--- src/hdl/ordered_list_engine_unit_macros.svh ---
// Assertion macros shared by the ordered list engine RTL.
`ifndef ORDERED_LIST_ENGINE_UNIT_MACROS_SVH
`define ORDERED_LIST_ENGINE_UNIT_MACROS_SVH

// Condition implies consequence in the same cycle.
`define OLE_ASSERT_SAME(name, clk, rst, ante, cons) \
   name: assert property (@(posedge clk) disable iff (rst) (ante) |-> (cons)) \
      else $error("ordered list engine assertion failed");

// Condition implies consequence in the next cycle.
`define OLE_ASSERT_NEXT(name, clk, rst, ante, cons) \
   name: assert property (@(posedge clk) disable iff (rst) (ante) |=> (cons)) \
      else $error("ordered list engine assertion failed");

`endif

--- src/hdl/ole_pkg.sv ---
// Package with sizes and codes of the ordered list engine.
`timescale 1ns / 1ps
`default_nettype none
package ole_pkg;
   localparam int CAPACITY = 16;
   localparam int ADDR_W   = (CAPACITY > 1) ? $clog2(CAPACITY) : 1;
   localparam int CNT_W    = $clog2(CAPACITY + 1);
   localparam int VAL_W    = 32;
   localparam int OP_W     = 3;
   localparam int POS_W    = 5;
   localparam int STAT_W   = 2;
   localparam int ECNT_W   = 5;
   localparam int CMP_W    = (CNT_W > POS_W) ? CNT_W : POS_W;
   localparam int REQ_W    = 40;
   localparam int RSP_W    = 104;

   localparam logic [OP_W-1:0] OP_INS_FRONT = 3'd0;
   localparam logic [OP_W-1:0] OP_INS_BACK  = 3'd1;
   localparam logic [OP_W-1:0] OP_INS_POS   = 3'd2;
   localparam logic [OP_W-1:0] OP_DEL_FRONT = 3'd3;
   localparam logic [OP_W-1:0] OP_DEL_BACK  = 3'd4;
   localparam logic [OP_W-1:0] OP_DEL_KEY   = 3'd5;

   localparam logic [STAT_W-1:0] ST_OK       = 2'd0;
   localparam logic [STAT_W-1:0] ST_EMPTY    = 2'd1;
   localparam logic [STAT_W-1:0] ST_NOTFOUND = 2'd2;
   localparam logic [STAT_W-1:0] ST_FULL     = 2'd3;
endpackage
`default_nettype wire

--- src/hdl/ordered_list_engine_unit.sv ---
// Ordered list engine: sequenced insert and delete over a value RAM.
// An insert shifts the entries at and above the index up, then writes the
// item; a delete reads the entry out, then shifts the entries above it down;
// a key delete searches first. One item at a time: a request is taken in idle
// only; the single RAM port pair moves one entry a cycle.
// Reset: synchronous, active high; clears count, sequencer, pending flag and response valid.
`timescale 1ns / 1ps
`default_nettype none
`include "ordered_list_engine_unit_macros.svh"
module ordered_list_engine_unit (
   input  wire logic                     clock,
   input  wire logic                     reset,
   input  wire logic                     req_tvalid,
   output logic                          req_tready,
   // opcode[2:0], item_value[34:3], position[39:35]
   input  wire logic [ole_pkg::REQ_W-1:0] req_tdata,
   output logic                          rsp_tvalid,
   input  wire logic                     rsp_tready,
   // status[1:0], entry_count[6:2], front_value[38:7], back_value[70:39],
   // removed_value[102:71], zero pad[103]
   output logic      [ole_pkg::RSP_W-1:0] rsp_tdata
);
   import ole_pkg::*;

   localparam logic [3:0] S_IDLE   = 4'd0;
   localparam logic [3:0] S_MOVE   = 4'd1;
   localparam logic [3:0] S_PUT    = 4'd2;
   localparam logic [3:0] S_FETCH  = 4'd3;
   localparam logic [3:0] S_TAKE   = 4'd4;
   localparam logic [3:0] S_SEARCH = 4'd5;
   localparam logic [3:0] S_RD0    = 4'd6;
   localparam logic [3:0] S_RD1    = 4'd7;
   localparam logic [3:0] S_RD2    = 4'd8;
   localparam logic [3:0] S_RESP   = 4'd9;

   logic [3:0]        state_ff, state_in;
   logic [CNT_W-1:0]  count_ff, count_in;
   logic [VAL_W-1:0]  val_ff, val_in;
   logic [ADDR_W-1:0] idx_ff, idx_in;
   logic [ADDR_W-1:0] src_ff, src_in;
   logic [CNT_W-1:0]  left_ff, left_in;
   logic              up_ff, up_in;
   logic              pend_ff, pend_in;
   logic [ADDR_W-1:0] pdst_ff, pdst_in;
   logic [STAT_W-1:0] status_ff, status_in;
   logic [VAL_W-1:0]  removed_ff, removed_in;
   logic [VAL_W-1:0]  front_ff, front_in;
   logic [VAL_W-1:0]  back_ff, back_in;
   logic              rsp_valid_ff, rsp_valid_in;

   logic              wr_en, rd_en;
   logic [ADDR_W-1:0] wr_addr, rd_addr;
   logic [VAL_W-1:0]  wr_data, rd_data;

   logic [OP_W-1:0]   req_op;
   logic [VAL_W-1:0]  req_val;
   logic [POS_W-1:0]  req_pos;
   logic              req_fire;
   logic [CNT_W-1:0]  count_m1;
   logic [CMP_W-1:0]  pos_u;
   logic [CMP_W-1:0]  last_u;
   logic [CNT_W-1:0]  ins_idx;
   logic [ADDR_W-1:0] tidx;
   logic              is_insert;
   logic              is_delete;

   assign req_op   = req_tdata[OP_W-1:0];
   assign req_val  = req_tdata[OP_W+VAL_W-1:OP_W];
   assign req_pos  = req_tdata[OP_W+VAL_W+POS_W-1:OP_W+VAL_W];
   assign req_tready = (state_ff == S_IDLE);
   assign req_fire = req_tvalid && req_tready;
   assign count_m1 = count_ff - CNT_W'(1);
   assign pos_u    = CMP_W'(req_pos[POS_W-2:0]);
   assign last_u   = CMP_W'(count_m1);
   assign is_insert = (req_op == OP_INS_FRONT) || (req_op == OP_INS_BACK) ||
                      (req_op == OP_INS_POS);
   assign is_delete = (req_op == OP_DEL_FRONT) || (req_op == OP_DEL_BACK) ||
                      (req_op == OP_DEL_KEY);
   assign tidx = (state_ff == S_TAKE) ? idx_ff : pdst_ff;

   always_comb begin
      priority if (req_op == OP_INS_FRONT) begin
         ins_idx = '0;
      end else if (req_op == OP_INS_BACK) begin
         ins_idx = count_ff;
      end else if (req_pos[POS_W-1] || (count_ff == '0)) begin
         ins_idx = '0;
      end else if (pos_u > last_u) begin
         ins_idx = count_ff;
      end else begin
         ins_idx = CNT_W'(pos_u) + CNT_W'(1);
      end
   end

   always_comb begin
      state_in     = state_ff;
      count_in     = count_ff;
      val_in       = val_ff;
      idx_in       = idx_ff;
      src_in       = src_ff;
      left_in      = left_ff;
      up_in        = up_ff;
      pend_in      = pend_ff;
      pdst_in      = pdst_ff;
      status_in    = status_ff;
      removed_in   = removed_ff;
      front_in     = front_ff;
      back_in      = back_ff;
      rsp_valid_in = rsp_valid_ff;
      wr_en        = 1'b0;
      wr_addr      = idx_ff;
      wr_data      = val_ff;
      rd_en        = 1'b0;
      rd_addr      = src_ff;

      unique case (state_ff)
         S_IDLE: begin
            if (req_fire) begin
               val_in     = req_val;
               status_in  = ST_OK;
               removed_in = '0;
               pend_in    = 1'b0;
               priority if (is_insert && (count_ff == CNT_W'(CAPACITY))) begin
                  status_in = ST_FULL;
                  state_in  = S_RD0;
               end else if (is_insert) begin
                  idx_in   = ADDR_W'(ins_idx);
                  up_in    = 1'b1;
                  src_in   = ADDR_W'(count_m1);
                  left_in  = count_ff - ins_idx;
                  state_in = S_MOVE;
               end else if (is_delete && (count_ff == '0)) begin
                  status_in = ST_EMPTY;
                  state_in  = S_RD0;
               end else if (req_op == OP_DEL_FRONT) begin
                  idx_in   = '0;
                  state_in = S_FETCH;
               end else if (req_op == OP_DEL_BACK) begin
                  idx_in   = ADDR_W'(count_m1);
                  state_in = S_FETCH;
               end else if (req_op == OP_DEL_KEY) begin
                  src_in   = '0;
                  left_in  = count_ff;
                  state_in = S_SEARCH;
               end else begin
                  state_in = S_RD0;
               end
            end
         end
         S_FETCH: begin
            rd_en    = 1'b1;
            rd_addr  = idx_ff;
            state_in = S_TAKE;
         end
         S_TAKE: begin
            removed_in = rd_data;
            up_in      = 1'b0;
            pend_in    = 1'b0;
            src_in     = tidx + ADDR_W'(1);
            left_in    = count_m1 - CNT_W'(tidx);
            state_in   = S_MOVE;
         end
         S_SEARCH: begin
            priority if (pend_ff && (rd_data == val_ff)) begin
               removed_in = rd_data;
               idx_in     = pdst_ff;
               up_in      = 1'b0;
               pend_in    = 1'b0;
               src_in     = tidx + ADDR_W'(1);
               left_in    = count_m1 - CNT_W'(tidx);
               state_in   = S_MOVE;
            end else if (left_ff != '0) begin
               rd_en   = 1'b1;
               rd_addr = src_ff;
               pend_in = 1'b1;
               pdst_in = src_ff;
               src_in  = src_ff + ADDR_W'(1);
               left_in = left_ff - CNT_W'(1);
            end else if (pend_ff) begin
               pend_in = 1'b0;
            end else begin
               status_in = ST_NOTFOUND;
               state_in  = S_RD0;
            end
         end
         S_MOVE: begin
            if (pend_ff) begin
               wr_en   = 1'b1;
               wr_addr = pdst_ff;
               wr_data = rd_data;
            end
            if (left_ff != '0) begin
               rd_en   = 1'b1;
               rd_addr = src_ff;
               pend_in = 1'b1;
               pdst_in = up_ff ? (src_ff + ADDR_W'(1)) : (src_ff - ADDR_W'(1));
               src_in  = up_ff ? (src_ff - ADDR_W'(1)) : (src_ff + ADDR_W'(1));
               left_in = left_ff - CNT_W'(1);
            end else begin
               pend_in = 1'b0;
               if (!pend_ff) begin
                  if (up_ff) begin
                     state_in = S_PUT;
                  end else begin
                     count_in = count_m1;
                     state_in = S_RD0;
                  end
               end
            end
         end
         S_PUT: begin
            wr_en    = 1'b1;
            wr_addr  = idx_ff;
            wr_data  = val_ff;
            count_in = count_ff + CNT_W'(1);
            state_in = S_RD0;
         end
         S_RD0: begin
            rd_en    = 1'b1;
            rd_addr  = '0;
            state_in = S_RD1;
         end
         S_RD1: begin
            rd_en    = 1'b1;
            rd_addr  = ADDR_W'(count_m1);
            front_in = (count_ff == '0) ? '0 : rd_data;
            state_in = S_RD2;
         end
         S_RD2: begin
            back_in      = (count_ff == '0) ? '0 : rd_data;
            rsp_valid_in = 1'b1;
            state_in     = S_RESP;
         end
         S_RESP: begin
            if (rsp_tready) begin
               rsp_valid_in = 1'b0;
               state_in     = S_IDLE;
            end
         end
         default: begin
            state_in = S_IDLE;
         end
      endcase
   end

   always_ff @(posedge clock) begin
      if (reset) begin
         state_ff     <= S_IDLE;
         count_ff     <= '0;
         pend_ff      <= 1'b0;
         rsp_valid_ff <= 1'b0;
      end else begin
         state_ff     <= state_in;
         count_ff     <= count_in;
         pend_ff      <= pend_in;
         rsp_valid_ff <= rsp_valid_in;
      end
      val_ff     <= val_in;
      idx_ff     <= idx_in;
      src_ff     <= src_in;
      left_ff    <= left_in;
      up_ff      <= up_in;
      pdst_ff    <= pdst_in;
      status_ff  <= status_in;
      removed_ff <= removed_in;
      front_ff   <= front_in;
      back_ff    <= back_in;
   end

   ole_ram #(
      .WIDTH(VAL_W),
      .DEPTH(CAPACITY)
   ) u_store (
      .clock  (clock),
      .wr_en  (wr_en),
      .wr_addr(wr_addr),
      .wr_data(wr_data),
      .rd_en  (rd_en),
      .rd_addr(rd_addr),
      .rd_data(rd_data)
   );

   assign rsp_tvalid = rsp_valid_ff;
   assign rsp_tdata  = {1'b0, removed_ff, back_ff, front_ff, ECNT_W'(count_ff), status_ff};

   `OLE_ASSERT_SAME(a_count_bound, clock, reset, 1'b1, count_ff <= CNT_W'(CAPACITY))
   `OLE_ASSERT_NEXT(a_busy_after_accept, clock, reset, req_fire, !req_tready)
   `OLE_ASSERT_SAME(a_valid_in_resp, clock, reset, rsp_tvalid, state_ff == S_RESP)
   `OLE_ASSERT_SAME(a_no_rw_clash, clock, reset, wr_en && rd_en, wr_addr != rd_addr)
   `OLE_ASSERT_SAME(a_full_status, clock, reset, rsp_tvalid && (status_ff == ST_FULL),
      count_ff == CNT_W'(CAPACITY))
endmodule
`default_nettype wire

--- src/hdl/ole_ram.sv ---
// Generic single-port-write, single-port-read RAM with registered read.
`timescale 1ns / 1ps
`default_nettype none
module ole_ram #(
   parameter int WIDTH = 32,
   parameter int DEPTH = 16
) (
   input  wire logic                     clock,
   input  wire logic                     wr_en,
   input  wire logic [$clog2(DEPTH)-1:0] wr_addr,
   input  wire logic [WIDTH-1:0]         wr_data,
   input  wire logic                     rd_en,
   input  wire logic [$clog2(DEPTH)-1:0] rd_addr,
   output logic      [WIDTH-1:0]         rd_data
);
   logic [WIDTH-1:0] mem_ff [DEPTH];
   logic [WIDTH-1:0] rd_data_ff;

   always_ff @(posedge clock) begin
      if (wr_en) begin
         mem_ff[wr_addr] <= wr_data;
      end
      if (rd_en) begin
         rd_data_ff <= mem_ff[rd_addr];
      end
   end

   assign rd_data = rd_data_ff;
endmodule
`default_nettype wire

--- config.mk ---
export PLATFORM = sky130hd
export DESIGN_NAME = ordered_list_engine_unit
export DESIGN_NICKNAME = d
export VERILOG_FILES = /design/src/hdl/ole_pkg.sv /design/src/hdl/ordered_list_engine_unit.sv /design/src/hdl/ole_ram.sv
export VERILOG_INCLUDE_DIRS = /design/src /design/src/hdl
export SDC_FILE = /design/constraint.sdc
export NUM_CORES = 1
export LEC_CHECK = 0
export ABC_AREA = 1
export BUFFER_PORTS_ARGS = -buffer_cell sky130_fd_sc_hd__buf_2
export CORE_ASPECT_RATIO = 1.4
export CORE_MARGIN = 5
export CORE_UTILIZATION = 55
export DETAILED_ROUTE_END_ITERATION = 8
export PLACE_DENSITY = 0.8
export SLEW_MARGIN = 20
export SYNTH_ARGS = -nofsm -noshare
export SYNTH_HDL_FRONTEND = slang
export SYNTH_HIERARCHICAL = 1
export SYNTH_SLANG_ARGS = --single-unit
--- constraint.sdc ---
create_clock -name clock -period 8.3 [get_ports clock]
set_clock_uncertainty 0.1 [all_clocks]
set_input_delay 1.245 -clock clock [delete_from_list [all_inputs] [get_ports clock]]
set_output_delay 1.245 -clock clock [all_outputs]
set_load 0.005 [all_outputs]
# Yosys cells after proc, flatten, opt, wreduce, memory -nomap -nowiden
# Memories as Yosys holds them, arrays and structs flattened. A register that Yosys moved wholly into a read port is not among the register bits.
# Cells that the tools add are included.
# classes
add_sub_neg	9
magnitude_cmp	1
n_eq_ne	37
mux	92
n_reduce_logical	32
# ops
cell	n
32-bit 2-to-1 mux	5
4-bit 2-to-1 mux	32
32-bit one-hot mux with 3 select lines	1
5-bit 2-to-1 mux	16
4-bit one-hot mux with 10 select lines	1
32-bit equality test	1
2-bit inequality test, second input constant	11
5-bit one-hot mux with 4 select lines	1
3-bit 2-to-1 mux	6
3-bit inequality test, second input constant	6
4-bit by 3-bit equality test with 1-bit output, second input constant	4
4-bit one-hot mux with 2 select lines	2
4-bit one-hot mux with 4 select lines	1
1-bit 2-to-1 mux	13
2-bit 2-to-1 mux	6
4-bit one-hot mux with 3 select lines	1
6-bit AND reduction	2
5-bit one-hot mux with 2 select lines	1
5-bit AND reduction	2
5-bit by 1-bit subtractor with 5-bit output, second input constant	2
9-bit AND reduction	1
4-bit by 1-bit adder with 4-bit output, second input constant	2
4-bit by 2-bit equality test with 1-bit output, second input constant	2
4-bit equality test, second input constant	2
32 further kinds	50
# totals
reg_bits	159
ram_bits	512
in_bits	44
elab_cells	186
mem_count	1
# memory_table
memory	words	word_bits	read_ports	rd_clocked_by_memory_dff	write_ports	line_no	source
u_store.mem_ff	16	32	1	1	1	ole_ram.sv:16	logic [WIDTH-1:0] mem_ff [DEPTH];

# Longest topological paths before layout
# depth
depth_word	11
depth_mapped	20

# By module
# Netlist, hierarchy kept.
# by_module_without_submodules
module	n_inst	cells_each	area_per_inst_um2	seq_area_each_um2
ole_ram	1	2120	23050.9	16335.7
ordered_list_engine_unit	1	862	8144.1	4664.5

# Least setup slack after synthesis
# Ideal clock, no wire load.
# synth_path
path_kind	input port to flip-flop
startpoint	input req_tvalid
endpoint	register idx_ff[0] (enable)
setup_time_ps	361
arrival_ps	3269
t_required_ps	7839
slack_ps	4570
path_stages	4
path_cell_list	inv_1 -> nor2_1 -> o21ai_0 -> nor3_1
# synth_between
elab_chain_len	3
# synth_lines
element	line_no	source
start: declaration	ordered_list_engine_unit.sv:13	input wire logic req_tvalid,
1-bit logical AND	ordered_list_engine_unit.sv:71	assign req_fire = req_tvalid && req_tready;
2-bit by 1-bit inequality test with 1-bit output (no source line)	-	
6-bit AND reduction (no source line)	-	
end signal: assignment	ordered_list_engine_unit.sv:259	idx_ff <= idx_in;
end: declaration	ordered_list_engine_unit.sv:39	logic [ADDR_W-1:0] idx_ff, idx_in;
# No other way between the ends.
# A chain may end at the register's enable or synchronous reset.

# Worst setup path after layout
# layout_path
startpoint	register state_ff[1]
endpoint	register u_store.rd_data_ff[22], in the netlist u_store/rd_data[22], read port of u_store.mem_ff (data pin)
# layout_between
elab_cells_between_ends	8
# layout_lines
element	line_no	source
start: declaration	ordered_list_engine_unit.sv:36	logic [3:0] state_ff, state_in;
start signal: assignment	ordered_list_engine_unit.sv:253	state_ff <= state_in;
4-bit by 3-bit equality test with 1-bit output / 4-bit by 2-bit equality test with 1-bit output (equally long branches)	ordered_list_engine_unit.sv:116	unique case (state_ff)
4-bit one-hot mux with 3 select lines (*)	ordered_list_engine_unit.sv:116	
net rd_addr[0]	ordered_list_engine_unit.sv:52	logic [ADDR_W-1:0] wr_addr, rd_addr;
end: declaration	ole_ram.sv:17	logic [WIDTH-1:0] rd_data_ff;
# Mark *: on every way through the listed nets, which the timed path passes. The rest lies on a longest branch.

==> impl_metrics.prom <==
# TYPE chip_impl_metric gauge
chip_impl_metric{name="chipWidth",unit="um"} 211
chip_impl_info{name="setup.worst_path.start_class",value="register"} 1
chip_impl_metric{name="drt_first_pass_iters",unit=""} 8
chip_impl_metric{name="first_global_vias",unit=""} 21067
chip_impl_metric{name="timing.hold.worst_path_depth",unit=""} 2
chip_impl_metric{name="postSynthAreaPerCell",unit="sq um"} 10.5
chip_impl_metric{name="clock.fmax",unit="GHz"} 0.199
chip_impl_metric{name="coreArea",unit="sq mm"} 0.0563
chip_impl_metric{name="detailroute.wirelength.met3",unit="mm"} 7.94
chip_impl_metric{name="worst_ir_drop_vdd",unit="mV"} 0.360
chip_impl_metric{name="worstPathMaxFanout",unit=""} 94
chip_impl_metric{name="dp_hpwl",unit="mm"} 45.9
chip_impl_metric{name="ff2ff_setup_slack",unit="ps"} 3280
chip_impl_metric{name="cts_setup_buffers",unit=""} 0
chip_impl_metric{name="yosysSeqAreaShare",unit=""} 0.673
chip_impl_info{name="min-delay-start",value="pend_ff"} 1
chip_impl_info{name="layout_commonest_cell",value="sky130_fd_sc_hd__nand2_1"} 1
chip_impl_metric{name="flow.area_growth_from_synthesis",unit="%"} 11.1
chip_impl_metric{name="drv_cap",unit=""} 0
chip_impl_metric{name="m1WireLength",unit="mm"} 26.9
chip_impl_metric{name="dr.first_iter.drc_count",unit=""} 2594
chip_impl_metric{name="ctsHtreeMaxLevel",unit=""} 2
chip_impl_info{name="rsz0062_at_grt",value="false"} 1
chip_impl_metric{name="via_count",unit=""} 21706
chip_impl_metric{name="placed_cell_area",unit="sq mm"} 0.0327
chip_impl_info{name="worst_setup_path_startpoint",value="state_ff[1]"} 1
chip_impl_metric{name="synth.cell_area",unit="sq mm"} 0.0312
chip_impl_metric{name="grt_pass1_wl",unit="mm"} 119
chip_impl_metric{name="initial_core_util",unit=""} 0.554
chip_impl_metric{name="cts_buffer_depth",unit=""} 3
chip_impl_info{name="worstSetupEndpointType",value="register"} 1
chip_impl_metric{name="postLayoutCoreUtil",unit=""} 0.615
chip_impl_metric{name="fin_crit",unit="ps"} 5020
chip_impl_metric{name="dr_wl_met2",unit="mm"} 39.1
chip_impl_metric{name="postSynthCellCount",unit=""} 2982
chip_impl_metric{name="synth_seq_cells",unit=""} 703
chip_impl_metric{name="data_arrival_critical_path",unit="ps"} 5300
chip_impl_metric{name="dp_cells",unit=""} 3799
chip_impl_metric{name="floorplan.rows",unit=""} 103
chip_impl_metric{name="post_drt_via_cell_ratio",unit=""} 5.56
chip_impl_metric{name="post_synth_num_cell_types",unit=""} 43
chip_impl_metric{name="pin_count_of_the_biggest_net_entering_global_routing",unit=""} 130
chip_impl_metric{name="die_extent_in_y",unit="um"} 292
chip_impl_metric{name="postSynthNetCount",unit=""} 3048
chip_impl_metric{name="layout_worst_path_cycle_share",unit=""} 0.605
chip_impl_metric{name="antenna_found_initial",unit=""} 1
chip_impl_metric{name="postLayoutCellArea",unit="sq mm"} 0.0347
chip_impl_metric{name="postRouteAntennaNets",unit=""} 0
chip_impl_info{name="layout.cells.most_common_list",value="891 x sky130_fd_sc_hd__nand2_1, 692 x sky130_fd_sc_hd__edfxtp_1, 529 x sky130_fd_sc_hd__inv_1, 415 x sky130_fd_sc_hd__nand3_1, 148 x sky130_fd_sc_hd__buf_2"} 1
chip_impl_metric{name="post-route-drc-count",unit=""} 0
chip_impl_metric{name="worst_slew_pin_slew",unit="ps"} 1120
chip_impl_info{name="timing.rr.start",value="state_ff[1]"} 1
chip_impl_metric{name="grt_overflow_total",unit=""} 0
chip_impl_metric{name="wire_length_per_cell_after_detailed_routing",unit="um"} 20.3
chip_impl_metric{name="top_level_ports",unit=""} 150
chip_impl_metric{name="route.final.wire_length",unit="mm"} 79.5
chip_impl_info{name="highest_layer",value="met4"} 1
chip_impl_metric{name="clock_insertion_delay_worst_skew",unit="ps"} 630
chip_impl_metric{name="clock_sink_total",unit=""} 703
chip_impl_metric{name="cts_buffer_count",unit=""} 59
chip_impl_metric{name="power_density",unit="mW/mm^2"} 378
chip_impl_metric{name="port_buffers",unit=""} 148
chip_impl_metric{name="final-hold-violation-count",unit=""} 0
chip_impl_metric{name="dpl_worst_slack",unit="ps"} 3340
chip_impl_metric{name="worst_setup_hold_path_clk_slew",unit="ps"} 70
chip_impl_metric{name="slew_headroom",unit=""} 0.245
chip_impl_metric{name="timing.setup.tns",unit="ps"} 0
chip_impl_metric{name="p_leak",unit="nW"} 14.9
chip_impl_metric{name="post-route-worst-setup-slack",unit="ps"} 3280
chip_impl_metric{name="yosysWarningCount",unit=""} 6
chip_impl_info{name="ctsRootBufferMaster",value="sky130_fd_sc_hd__clkbuf_16"} 1
chip_impl_metric{name="grt_use_total",unit=""} 0.250
chip_impl_metric{name="rr_worst_depth",unit=""} 13
chip_impl_metric{name="timing.final.setup_violations",unit=""} 0
chip_impl_metric{name="fraction_of_layout_cells_with_a_size_suffix_above_1",unit=""} 0.111
chip_impl_metric{name="finalMaxSlewViolations",unit=""} 0
chip_impl_metric{name="wp_data_required",unit="ps"} 8580
chip_impl_info{name="status",value="completed"} 1
chip_impl_metric{name="die_area",unit="sq mm"} 0.0616
chip_impl_metric{name="cts.hold.buffers_added",unit=""} 0
chip_impl_metric{name="post_layout_net_count",unit=""} 3193
chip_impl_metric{name="gpl_congestion",unit=""} 0.977
chip_impl_info{name="hold_path_class",value="reg -> reg"} 1
chip_impl_info{name="tritoncts",value="built"} 1
chip_impl_metric{name="final_cell_count_no_fill",unit=""} 3907
chip_impl_info{name="worstSetupPathType",value="reg -> reg"} 1
chip_impl_metric{name="post_cts_resize_count",unit=""} 0
routing by layer:
layer / global-route usage / vias up
met5: 0 / -
met4: 0.149 / 0
met3: 0.0307 / 327
met2: 0.427 / 1349
met1: 0.304 / 10085
li1: - / 9945
cells in the mapped netlist, drive strengths merged:
master,count,area share
fa,2,0.0013
buf,98,0.022
nor2,101,0.014
a31oi,3,0.00060
o21a,2,0.00048
a21oi,24,0.0040
nor3,13,0.0021
inv,542,0.065
conb,1,0.00012
a211oi,3,0.00072
dfxtp,11,0.0071
xnor2,27,0.0076
nand3b,4,0.00096
nor3b,1,0.00024
xor2,14,0.0039
or2,1,0.00020
o21ai,58,0.0094
clkbuf,25,0.0030
ha,20,0.0080
nand2,898,0.11
o211ai,7,0.0017
edfxtp,692,0.67
nand4,11,0.0022
a21o,1,0.00024
o221ai,4,0.0011
and3,1,0.00020
nand3,418,0.068
registers in the layout, summed over array words and instances (netlist names), 5 cells and up:
signal           flops
count_ff             5
left_ff              5
front_ff            32
u_store/rd_data     32
u_store/mem_ff     512
val_ff              32
back_ff             32
removed_ff          32
cell families after synthesis:
family,Yosys count,share of synthesized area
xor gates and xnor gates,41,0.0115
other,1,0.000120
and+or+nand+nor,1448,0.197
AOI/OAI and AO/OA,102,0.0182
DFF,703,0.673
adders and majority gates,22,0.00931
buffers and inverters,665,0.0906
worst max-delay path: stages, from the launching register on:
cell,delay [ps]
sky130_fd_sc_hd__dfxtp_1,530
sky130_fd_sc_hd__nand2_1,180
sky130_fd_sc_hd__nor2_4,860
sky130_fd_sc_hd__inv_1,420
sky130_fd_sc_hd__o221ai_4,270
sky130_fd_sc_hd__buf_4,700
sky130_fd_sc_hd__inv_6,450
sky130_fd_sc_hd__buf_4,520
sky130_fd_sc_hd__nand2_1,200
sky130_fd_sc_hd__nand2_1,70
sky130_fd_sc_hd__nand2_1,70
sky130_fd_sc_hd__nand3_1,80
sky130_fd_sc_hd__nand3_1,110
sky130_fd_sc_hd__nand2_1,60
cell type report:
cell class,instances,area [sq um]
antenna,1,2.50
clock buffer,68,1510
clock inverter,37,324
fill,4173,21700
inverter,542,2050
multi-input combinational,1614,7610
sequential,703,21000
tap,735,920
timing repair buffer,207,1240
final timing paths:
| check | end |
|---|---|
| setup / recovery | u_store/rd_data[22] |
| hold / removal | pend_ff |
| setup reg to reg | u_store/rd_data[22] |
| hold reg to reg | pend_ff |
per-stage QoR:
stage | power, mW | hold slack, ps
after global placement | 10.1 | 384
after floorplan | 8.79 | 360
after global routing | 13.8 | 456
after CTS | 12.9 | 425
final | 13.1 | 441
after detailed placement | 10.3 | 390
power breakdown:
| part | internal [mW] | leakage [nW] | switching [mW] |
|---|---|---|---|
| logic | 1.53 | 7.61 | 3.80 |
| registers | 4.79 | 6.40 | 0.304 |
| clock network | 1.43 | 0.890 | 1.23 |
| total | 7.75 | 14.9 | 5.34 |
Power figures use the tool's default switching activity.
